**src/pfc_pkg.sv**
```systemverilog
// ----------------------------------------------------------------------------
// pfc_pkg
// Format codes, register indexes and constants of the pixel format converter
// ----------------------------------------------------------------------------
`timescale 1ns / 1ps
`default_nettype none

package pfc_pkg;

  localparam int unsigned PIX_W = 32;
  localparam int unsigned FMT_W = 3;
  localparam int unsigned CFG_IDX_W = 2;

  typedef enum logic [FMT_W-1:0] {
    FMT_Y1       = 3'd0,
    FMT_Y2       = 3'd1,
    FMT_Y4       = 3'd2,
    FMT_Y8       = 3'd3,
    FMT_RGB565   = 3'd4,
    FMT_RGB888   = 3'd5,
    FMT_ARGB8888 = 3'd6,
    FMT_RGBA8888 = 3'd7
  } fmt_e;

  typedef enum logic [CFG_IDX_W-1:0] {
    CFG_SOURCE_FORMAT = 2'd0,
    CFG_TARGET_FORMAT = 2'd1
  } cfg_idx_e;

  // floor(s / 3) == (s * 683) >> 11 for every channel sum up to 765
  localparam logic [9:0] DIV3_MUL   = 10'd683;
  localparam int unsigned DIV3_SHIFT = 11;

  typedef struct packed {
    fmt_e source_format;
    fmt_e target_format;
  } fmt_cfg_t;

endpackage

`default_nettype wire

```
**src/pfc_in_if.sv**
```systemverilog
// ----------------------------------------------------------------------------
// pfc_in_if
// Source pixel word channel: valid, ready and the source pixel
// ----------------------------------------------------------------------------
`timescale 1ns / 1ps
`default_nettype none

interface pfc_in_if;
  logic        valid;
  logic        ready;
  logic [31:0] pixel_in;

  modport source (output valid, output pixel_in, input ready);
  modport sink   (input valid, input pixel_in, output ready);
endinterface

`default_nettype wire

```
**src/pfc_out_if.sv**
```systemverilog
// ----------------------------------------------------------------------------
// pfc_out_if
// Converted pixel word channel: valid, ready and the result pixel
// ----------------------------------------------------------------------------
`timescale 1ns / 1ps
`default_nettype none

interface pfc_out_if;
  logic        valid;
  logic        ready;
  logic [31:0] pixel_out;

  modport source (output valid, output pixel_out, input ready);
  modport sink   (input valid, input pixel_out, output ready);
endinterface

`default_nettype wire

```
**src/pfc_convert.sv**
```systemverilog
// ----------------------------------------------------------------------------
// pfc_convert
// Expands one pixel word to 8-bit channels and repacks it in the target format
// ----------------------------------------------------------------------------
`timescale 1ns / 1ps
`default_nettype none

module pfc_convert (
  input  wire pfc_pkg::fmt_cfg_t cfg_i,
  input  wire logic [31:0]       pixel_i,
  output logic      [31:0]       pixel_o
);

  logic [7:0]  r;
  logic [7:0]  g;
  logic [7:0]  b;
  logic [7:0]  a;
  logic [7:0]  lvl;
  logic [7:0]  v;
  logic [7:0]  v2;
  logic [9:0]  sum;
  logic [19:0] prod;
  logic [7:0]  y;

  // gray level
  always_comb begin
    v  = pixel_i[7:0];
    v2 = v | {v[5:0], 2'b00};
    case (cfg_i.source_format)
      pfc_pkg::FMT_Y1: lvl = (pixel_i != 32'd0) ? 8'hff : 8'h00;
      pfc_pkg::FMT_Y2: lvl = v2 | {v2[3:0], 4'b0000};
      pfc_pkg::FMT_Y4: lvl = v | {v[3:0], 4'b0000};
      default:         lvl = v;
    endcase
  end

  // unpack
  always_comb begin
    a = 8'hff;
    case (cfg_i.source_format)
      pfc_pkg::FMT_RGB565: begin
        r = {pixel_i[15:11], pixel_i[15:13]};
        g = {pixel_i[10:5], pixel_i[10:9]};
        b = {pixel_i[4:0], pixel_i[4:2]};
      end
      pfc_pkg::FMT_RGB888: begin
        r = pixel_i[23:16];
        g = pixel_i[15:8];
        b = pixel_i[7:0];
      end
      pfc_pkg::FMT_ARGB8888: begin
        a = pixel_i[31:24];
        r = pixel_i[23:16];
        g = pixel_i[15:8];
        b = pixel_i[7:0];
      end
      pfc_pkg::FMT_RGBA8888: begin
        r = pixel_i[31:24];
        g = pixel_i[23:16];
        b = pixel_i[15:8];
        a = pixel_i[7:0];
      end
      default: begin
        r = lvl;
        g = lvl;
        b = lvl;
      end
    endcase
  end

  // truncated mean of the three colour channels
  always_comb begin
    sum  = {2'b00, r} + {2'b00, g} + {2'b00, b};
    prod = {10'd0, sum} * {10'd0, pfc_pkg::DIV3_MUL};
    y    = prod[pfc_pkg::DIV3_SHIFT +: 8];
  end

  // repack
  always_comb begin
    case (cfg_i.target_format)
      pfc_pkg::FMT_Y1:       pixel_o = {31'd0, y[7]};
      pfc_pkg::FMT_Y2:       pixel_o = {30'd0, y[7:6]};
      pfc_pkg::FMT_Y4:       pixel_o = {28'd0, y[7:4]};
      pfc_pkg::FMT_Y8:       pixel_o = {24'd0, y};
      pfc_pkg::FMT_RGB565:   pixel_o = {16'd0, r[7:3], g[7:2], b[7:3]};
      pfc_pkg::FMT_RGB888:   pixel_o = {8'd0, r, g, b};
      pfc_pkg::FMT_ARGB8888: pixel_o = {a, r, g, b};
      default:               pixel_o = {r, g, b, a};
    endcase
  end

endmodule

`default_nettype wire

```
**src/pixel_format_converter_top.sv**
```systemverilog
// ----------------------------------------------------------------------------
// pixel_format_converter_top
// Streaming pixel format converter between gray, RGB565 and 32-bit colour
// ----------------------------------------------------------------------------
//   channel   dir  handshake      payload
//   pix_i     in   valid/ready    pixel_in  [31:0]
//   pix_o     out  valid/ready    pixel_out [31:0]
//   cfg       in   cfg_we_i       cfg_idx_i [1:0], cfg_data_i [2:0]
//
// one word per clock while pix_o is not stalled; input register then result register
// the channel sum and divide by three sit between the two registers
// reset clears the valid flags and sets both formats to Y1
// a stall at pix_o fills both registers, then pix_i.ready drops
// ----------------------------------------------------------------------------
`timescale 1ns / 1ps
`default_nettype none

module pixel_format_converter_top (
  input  wire logic                           clk_i,
  input  wire logic                           rst_ni,
  input  wire logic                           cfg_we_i,
  input  wire logic [pfc_pkg::CFG_IDX_W-1:0] cfg_idx_i,
  input  wire logic [pfc_pkg::FMT_W-1:0]     cfg_data_i,
  pfc_in_if.sink                              pix_i,
  pfc_out_if.source                           pix_o
);

  pfc_pkg::fmt_cfg_t cfg_q;
  logic              in_vld_q;
  logic [31:0]       in_pix_q;
  logic              out_vld_q;
  logic [31:0]       out_pix_q;
  logic [31:0]       conv_pix;
  logic              out_rdy;
  logic              in_rdy;

  // format registers
  always_ff @(posedge clk_i or negedge rst_ni) begin
    if (!rst_ni) begin
      cfg_q.source_format <= pfc_pkg::FMT_Y1;
      cfg_q.target_format <= pfc_pkg::FMT_Y1;
    end else if (cfg_we_i) begin
      unique case (cfg_idx_i)
        pfc_pkg::CFG_SOURCE_FORMAT: cfg_q.source_format <= pfc_pkg::fmt_e'(cfg_data_i);
        pfc_pkg::CFG_TARGET_FORMAT: cfg_q.target_format <= pfc_pkg::fmt_e'(cfg_data_i);
        default: ;
      endcase
    end
  end

  assign out_rdy     = !out_vld_q || pix_o.ready;
  assign in_rdy      = !in_vld_q || out_rdy;
  assign pix_i.ready = in_rdy;

  // input word register
  always_ff @(posedge clk_i or negedge rst_ni) begin
    if (!rst_ni) begin
      in_vld_q <= 1'b0;
    end else if (in_rdy) begin
      in_vld_q <= pix_i.valid;
    end
  end

  always_ff @(posedge clk_i) begin
    if (in_rdy && pix_i.valid) begin
      in_pix_q <= pix_i.pixel_in;
    end
  end

  pfc_convert u_convert (
    .cfg_i   (cfg_q),
    .pixel_i (in_pix_q),
    .pixel_o (conv_pix)
  );

  // result word register
  always_ff @(posedge clk_i or negedge rst_ni) begin
    if (!rst_ni) begin
      out_vld_q <= 1'b0;
    end else if (out_rdy) begin
      out_vld_q <= in_vld_q;
    end
  end

  always_ff @(posedge clk_i) begin
    if (out_rdy && in_vld_q) begin
      out_pix_q <= conv_pix;
    end
  end

  assign pix_o.valid     = out_vld_q;
  assign pix_o.pixel_out = out_pix_q;

  // a held input word moves on once the result register is free
  a_advance: assert property (@(posedge clk_i) disable iff (!rst_ni)
    in_vld_q && out_rdy |=> out_vld_q)
    else $error("input word not moved to result register");

  // with the result register free, a new word is always taken
  a_no_bubble: assert property (@(posedge clk_i) disable iff (!rst_ni)
    !out_vld_q |-> in_rdy)
    else $error("input blocked while result register empty");

  // one-bit gray target leaves the upper bits clear
  a_y1_pack: assert property (@(posedge clk_i) disable iff (!rst_ni)
    cfg_q.target_format == pfc_pkg::FMT_Y1 |-> conv_pix[31:1] == 31'd0)
    else $error("Y1 word has stray upper bits");

  // rgb888 target leaves the top byte clear
  a_rgb888_pack: assert property (@(posedge clk_i) disable iff (!rst_ni)
    cfg_q.target_format == pfc_pkg::FMT_RGB888 |-> conv_pix[31:24] == 8'd0)
    else $error("RGB888 word has a nonzero top byte");

endmodule

`default_nettype wire

```
**src/flat_wrapper.sv**
```systemverilog
// flat-port wrapper written by rule: the top's interface ports become plain ports
module pixel_format_converter_top_flat 
  (clk_i, rst_ni, cfg_we_i, cfg_idx_i, cfg_data_i, pix_i_valid, pix_i_pixel_in, pix_i_ready, pix_o_valid, pix_o_pixel_out, pix_o_ready);
  pfc_in_if pix_i_i ();
  pfc_out_if pix_o_i ();
  input  wire logic clk_i;
  input  wire logic rst_ni;
  input  wire logic cfg_we_i;
  input  wire logic [pfc_pkg::CFG_IDX_W-1:0] cfg_idx_i;
  input  wire logic [pfc_pkg::FMT_W-1:0] cfg_data_i;
  input wire logic [$bits(pix_i_i.valid)-1:0] pix_i_valid;
  input wire logic [$bits(pix_i_i.pixel_in)-1:0] pix_i_pixel_in;
  output wire logic [$bits(pix_i_i.ready)-1:0] pix_i_ready;
  output wire logic [$bits(pix_o_i.valid)-1:0] pix_o_valid;
  output wire logic [$bits(pix_o_i.pixel_out)-1:0] pix_o_pixel_out;
  input wire logic [$bits(pix_o_i.ready)-1:0] pix_o_ready;
  assign pix_i_i.valid = pix_i_valid;
  assign pix_i_i.pixel_in = pix_i_pixel_in;
  assign pix_i_ready = pix_i_i.ready;
  assign pix_o_valid = pix_o_i.valid;
  assign pix_o_pixel_out = pix_o_i.pixel_out;
  assign pix_o_i.ready = pix_o_ready;
  pixel_format_converter_top u_core (.clk_i(clk_i), .rst_ni(rst_ni), .cfg_we_i(cfg_we_i), .cfg_idx_i(cfg_idx_i), .cfg_data_i(cfg_data_i), .pix_i(pix_i_i), .pix_o(pix_o_i));
endmodule
```
**config.mk**
```make
export PLATFORM = sky130hd
export DESIGN_NAME = pixel_format_converter_top_flat
export DESIGN_NICKNAME = d
export VERILOG_FILES = /design/src/pfc_pkg.sv /design/src/pfc_in_if.sv /design/src/pfc_out_if.sv /design/src/pfc_convert.sv /design/src/pixel_format_converter_top.sv /design/src/flat_wrapper.sv
export SDC_FILE = /design/constraint.sdc
export NUM_CORES = 1
export LEC_CHECK = 0
export ABC_CLOCK_PERIOD_IN_PS = 16550
export BUFFER_PORTS_ARGS = -buffer_cell sky130_fd_sc_hd__buf_4
export CAP_MARGIN = 20
export CELL_PAD_IN_SITES_DETAIL_PLACEMENT = 0
export CELL_PAD_IN_SITES_GLOBAL_PLACEMENT = 1
export CORE_UTILIZATION = 25
export CTS_CLUSTER_DIAMETER = 80
export DETAILED_ROUTE_END_ITERATION = 10
export GPL_ROUTABILITY_DRIVEN = 0
export PLACE_DENSITY = 0.59
export SLEW_MARGIN = 40
export SYNTH_ARGS = -nofsm -noshare
export SYNTH_HDL_FRONTEND = slang
export SYNTH_SLANG_ARGS = --single-unit
```
**constraint.sdc**
```tcl
create_clock -name clk_i -period 16.55 [get_ports clk_i]
set_input_delay 1.655 -clock clk_i [delete_from_list [all_inputs] [get_ports clk_i]]
set_output_delay 1.655 -clock clk_i [all_outputs]
set_load 0.02 [all_outputs]
```
==> flow_summary.html <==
<table>
<tr><th>Metric</th><th>Value</th></tr>
<tr><th colspan="2">Logic synthesis</th></tr>
<tr><td>Gate count of the mapped netlist</td><td>624</td></tr>
<tr><td>Warnings from Yosys</td><td>0</td></tr>
<tr><td>Summed instance area of the synthesized netlist</td><td>6282 um^2</td></tr>
<tr><td>Synthesized area divided by synthesized cell count</td><td>10.07 um^2</td></tr>
<tr><td>Synthesized-area fraction occupied by and/or/nand/nor cells</td><td>12.83%</td></tr>
<tr><td>Fraction of the mapped netlist area in compound gates</td><td>20.65%</td></tr>
<tr><td>Sequential element share of the synthesized area</td><td>33.78%</td></tr>
<tr><td>Dominant register cell in the synthesized netlist</td><td>sky130_fd_sc_hd__edfxtp_1</td></tr>
<tr><td>EDFF count, synth</td><td>64</td></tr>
<tr><td>Combinational family with the most area after synthesis</td><td>adder cells</td></tr>
<tr><td>Post-Synthesis Net Count</td><td>between 700 and 800</td></tr>
<tr><td>Share of cell area taken by muxes after synthesis</td><td>about 2.4%</td></tr>
<tr><td>FFs w/ async S/R, synth</td><td>11.11%</td></tr>
<tr><td>Count of different cell masters after synthesis</td><td>between 70 and 80</td></tr>
<tr><td>Area share of fa/ha/maj cells after synthesis</td><td>22.51%</td></tr>
<tr><td>Synthesized flop and latch total</td><td>72</td></tr>
<tr><td>Area share of xor/xnor cells in the synthesized design</td><td>2.509%</td></tr>
<tr><th colspan="2">Timing</th></tr>
<tr><td>Min Clock Period, post-route</td><td>9.029 ns</td></tr>
<tr><td>Setup tns final</td><td>0 ns</td></tr>
<tr><td>Slew at the pin closest to its max-slew limit</td><td>0.7849 ns</td></tr>
<tr><td>Post-Route Skew</td><td>0.007660 ns</td></tr>
<tr><td>Rel. slew slack</td><td>~48%</td></tr>
<tr><td>Max-slew violations</td><td>0</td></tr>
<tr><td>Setup repair after global routing missed its margin</td><td>no</td></tr>
<tr><td>Fraction of the cycle the final worst path needs</td><td>a little over half</td></tr>
<tr><td>Final setup viols</td><td>0</td></tr>
<tr><td>Worst-case hold slack</td><td>between 0.4 and 0.5 ns</td></tr>
<tr><td>Maximum frequency from static timing analysis</td><td>0.1108 GHz</td></tr>
<tr><td>Number of endpoints with negative hold slack in the final report</td><td>0</td></tr>
<tr><th colspan="2">Die</th></tr>
<tr><td># rows</td><td>57</td></tr>
<tr><td>Core Area</td><td>24460 um^2</td></tr>
<tr><td>Width of the die</td><td>160.5 um</td></tr>
<tr><td>Top-level port count</td><td>76</td></tr>
<tr><td>Effective utilization at floorplan</td><td>25.68%</td></tr>
<tr><td>Die Ht</td><td>160.5 um</td></tr>
<tr><td>Area of the die</td><td>25770 um^2</td></tr>
<tr><th colspan="2">Min path</th></tr>
<tr><td>Startpoint of the lowest-slack hold path</td><td>u_core.in_vld_q$_DFFE_PN0N_</td></tr>
<tr><td>Worst hold path type</td><td>reg2reg</td></tr>
<tr><th colspan="2">Clock tree</th></tr>
<tr><td>Count of cells resized by post-cts repair</td><td>0</td></tr>
<tr><td>TritonCTS Buffers</td><td>9</td></tr>
<tr><td>Cell chosen for the clock root</td><td>sky130_fd_sc_hd__clkbuf_16</td></tr>
<tr><td>Worst skew pair latency</td><td>between 0.3 and 0.4 ns</td></tr>
<tr><td>CTS tree</td><td>done</td></tr>
<tr><td>Post-CTS setup buffers</td><td>0</td></tr>
<tr><td>Number of sinks on the clock net</td><td>72</td></tr>
<tr><td>Hold-fix buffer count after cts</td><td>0</td></tr>
<tr><td>Maximum root-to-sink buffer count</td><td>2</td></tr>
<tr><td>CTS HTree Levels</td><td>3</td></tr>
<tr><td>Clock Pin Slew Worst Setup and Hold Paths</td><td>0.06 ns</td></tr>
<tr><th colspan="2">Routing</th></tr>
<tr><td>Initial DRC Count</td><td>319</td></tr>
<tr><td>Average detailed-routed wire length per instance</td><td>18.15 um</td></tr>
<tr><td>Post-detailed-routing wire length</td><td>roughly 18000 um</td></tr>
<tr><td>Pre-Repair DR Iteration Count</td><td>7</td></tr>
<tr><td>Total DRC errors in the routed layout</td><td>0</td></tr>
<tr><td>Via-per-instance ratio</td><td>4.945</td></tr>
<tr><td>Number of nets with antenna violations after routing</td><td>0</td></tr>
<tr><td>Count of vias placed by the detailed router</td><td>5014</td></tr>
<tr><th colspan="2">Setup path</th></tr>
<tr><td>Worst R2R Start</td><td>u_core.cfg_q[3]$_DFFE_PN0P_</td></tr>
<tr><td>CP Data Required Time</td><td>16.69 ns</td></tr>
<tr><td>Slowest cell delay on critical path</td><td>around 0.81 ns</td></tr>
<tr><td>Max Fanout on Critical Path</td><td>20</td></tr>
<tr><td>Kind of end point of the critical path</td><td>register</td></tr>
<tr><td>Largest delay share family, worst path</td><td>adder cells</td></tr>
<tr><td>Signal arrival time at the worst endpoint</td><td>between 9 and 10 ns</td></tr>
<tr><td>Type of element launching the critical path</td><td>register</td></tr>
<tr><td>Worst path slowest cell</td><td>sky130_fd_sc_hd__dfrtp_1</td></tr>
<tr><td>Category of the critical setup timing path</td><td>reg2reg</td></tr>
<tr><td>First element of the critical path</td><td>u_core.cfg_q[3]$_DFFE_PN0P_</td></tr>
<tr><td>WP buf/inv</td><td>1</td></tr>
<tr><th colspan="2">Placement</th></tr>
<tr><td>Hpwl dp</td><td>14850 um</td></tr>
<tr><td>Count of buffers from port buffering</td><td>75</td></tr>
<tr><th colspan="2">Final layout</th></tr>
<tr><td>Synth-to-Final Area Change</td><td>19.30%</td></tr>
<tr><td>Fill cell count</td><td>2548</td></tr>
<tr><td>Final core occ</td><td>30.64%</td></tr>
<tr><td>Number of nets at the end of the flow</td><td>822</td></tr>
<tr><td>Most common cell after layout, fill and taps aside</td><td>sky130_fd_sc_hd__buf_4</td></tr>
<tr><td>Share of post-route cells with drive strength above 1</td><td>18.12%</td></tr>
<tr><td>Commonest non-fill, non-tap cells in the layout</td><td>sky130_fd_sc_hd__buf_4, sky130_fd_sc_hd__ha_1, sky130_fd_sc_hd__edfxtp_1</td></tr>
<tr><td>ANT cells</td><td>0</td></tr>
<tr><th colspan="2">Global routing</th></tr>
<tr><td>Global-route wire length before repair</td><td>28520 um</td></tr>
<tr><td>Aggregate global-route resource usage</td><td>14.61%</td></tr>
<tr><td>Maximum number of pins on one net before global-route repair</td><td>57</td></tr>
<tr><td>Total congestion overflow</td><td>0</td></tr>
<tr><td>Vias in the first global route</td><td>5016</td></tr>
<tr><td>Antenna violations before repair</td><td>0</td></tr>
<tr><th colspan="2">Status</th></tr>
<tr><td>Run status</td><td>finished, final reports clean</td></tr>
<tr><th colspan="2">Job</th></tr>
<tr><td>Number of max-cap violations</td><td>0</td></tr>
</table>
[cell families (layout without fill, tap and decap cells)]
group                    after synthesis  in the layout
multiplexers                          14             14
AND/OR/NAND/NOR                      163            163
adder cells (fa/ha/maj)               95             95
XOR/XNOR                              18             18
AO/OA/AOI/OAI                        175            175
buffers and inverters                 87            153
flip-flops                            72             72
[synthesized netlist by cell type, types with 5 or more instances]
| master | count | area share [%] |
|---|---|---|
| sky130_fd_sc_hd__fa_1 | 30 | 9.6 |
| sky130_fd_sc_hd__a222oi_1 | 12 | 1.9 |
| sky130_fd_sc_hd__o21ai_0 | 29 | 2.3 |
| sky130_fd_sc_hd__nor3_1 | 11 | 0.88 |
| sky130_fd_sc_hd__mux2i_1 | 7 | 1.1 |
| sky130_fd_sc_hd__nor4_1 | 6 | 0.60 |
| sky130_fd_sc_hd__ha_1 | 65 | 13 |
| sky130_fd_sc_hd__inv_1 | 56 | 3.3 |
| sky130_fd_sc_hd__nor2_1 | 64 | 3.8 |
| sky130_fd_sc_hd__a211oi_1 | 16 | 1.9 |
| sky130_fd_sc_hd__o211ai_1 | 6 | 0.72 |
| sky130_fd_sc_hd__a31oi_1 | 5 | 0.50 |
| sky130_fd_sc_hd__edfxtp_1 | 64 | 31 |
| sky130_fd_sc_hd__clkbuf_1 | 20 | 1.2 |
| sky130_fd_sc_hd__xnor2_1 | 13 | 1.8 |
| sky130_fd_sc_hd__dfrtp_1 | 8 | 3.2 |
| sky130_fd_sc_hd__xor2_1 | 5 | 0.70 |
| sky130_fd_sc_hd__nand2b_1 | 8 | 0.80 |
| sky130_fd_sc_hd__mux2_2 | 7 | 1.3 |
| sky130_fd_sc_hd__and2_1 | 6 | 0.60 |
| sky130_fd_sc_hd__a22oi_1 | 6 | 0.72 |
| sky130_fd_sc_hd__o22ai_1 | 8 | 0.80 |
| sky130_fd_sc_hd__o21a_1 | 8 | 0.96 |
| sky130_fd_sc_hd__a21oi_1 | 32 | 2.5 |
| sky130_fd_sc_hd__nand2_1 | 39 | 2.3 |
| sky130_fd_sc_hd__buf_2 | 7 | 0.56 |
[sequential cells by signal, indices dropped and copies added, names as in the netlist]
name,cells
u_core.in_pix_q,32
u_core.pix_o.pixel_out,32
u_core.cfg_q,6
u_core.in_vld_q,1
u_core.pix_o.valid,1
[stage by stage]
| stage | area, um^2 | worst slack (ns) | instances |
|---|---|---|---|
| finish | 7495 | 7.521 | 1014 |
| global route | 7495 | 6.924 | 1014 |
| CTS | 7487 | 7.546 | 1014 |
| detailed placement | 7168 | 7.575 | 998 |
| global placement | 7166 | 7.420 | 998 |
| floorplan | 6282 | 8.733 | 624 |
[worst reg2reg max path: cells and delay by family, from the launching register on]
family,cells,cell delay (ns)
buf+inv,1,0.06
xor+xnor,2,0.65
compound gates,13,2.84
flops,1,0.81
simple gates,4,1.09
fa+ha+maj,8,3.39
[worst paths after layout]
check / end / slack, ns / cells past startpoint
max in group asynchronous: u_core.cfg_q[5]$_DFFE_PN0P_ / 15.30 / 1
min reg2reg: u_core.pix_o.valid$_DFFE_PN0P_ / 0.49 / 1
max reg2reg: u_core.pix_o.pixel_out[7]$_DFFE_PP_ / 7.52 / 28
min: u_core.pix_o.valid$_DFFE_PN0P_ / 0.49 / 1
max: u_core.pix_o.pixel_out[7]$_DFFE_PP_ / 7.52 / 28
min in group asynchronous: u_core.in_vld_q$_DFFE_PN0N_ / 1.12 / 1
[cell type report]
cell class | instances | area, um^2 | share of cell area [%]
Sequential cell | 72 | 2122 | 28.31
Multi-Input combinational cell | 465 | 3834 | 51.15
Clock inverter | 6 | 90.09 | 1.202
Inverter | 57 | 214.0 | 2.855
Timing Repair Buffer | 80 | 600.6 | 8.013
Tap cell | 324 | 405.4 | 5.409
Clock buffer | 10 | 229.0 | 3.055
[per-layer routing]
layer | vias to the layer above | wire [um] | track usage, %
li1 | 2437 | - | -
met1 | 2421 | 8092 | 18.70
met2 | 133 | 9258 | 25.23
met3 | 23 | 728 | 2.324
met4 | 0 | 329 | 4.242
met5 | - | 0 | 0
Power is not shown: default switching activity piles up to over one toggle a cycle in this logic, so the estimate is an artifact.
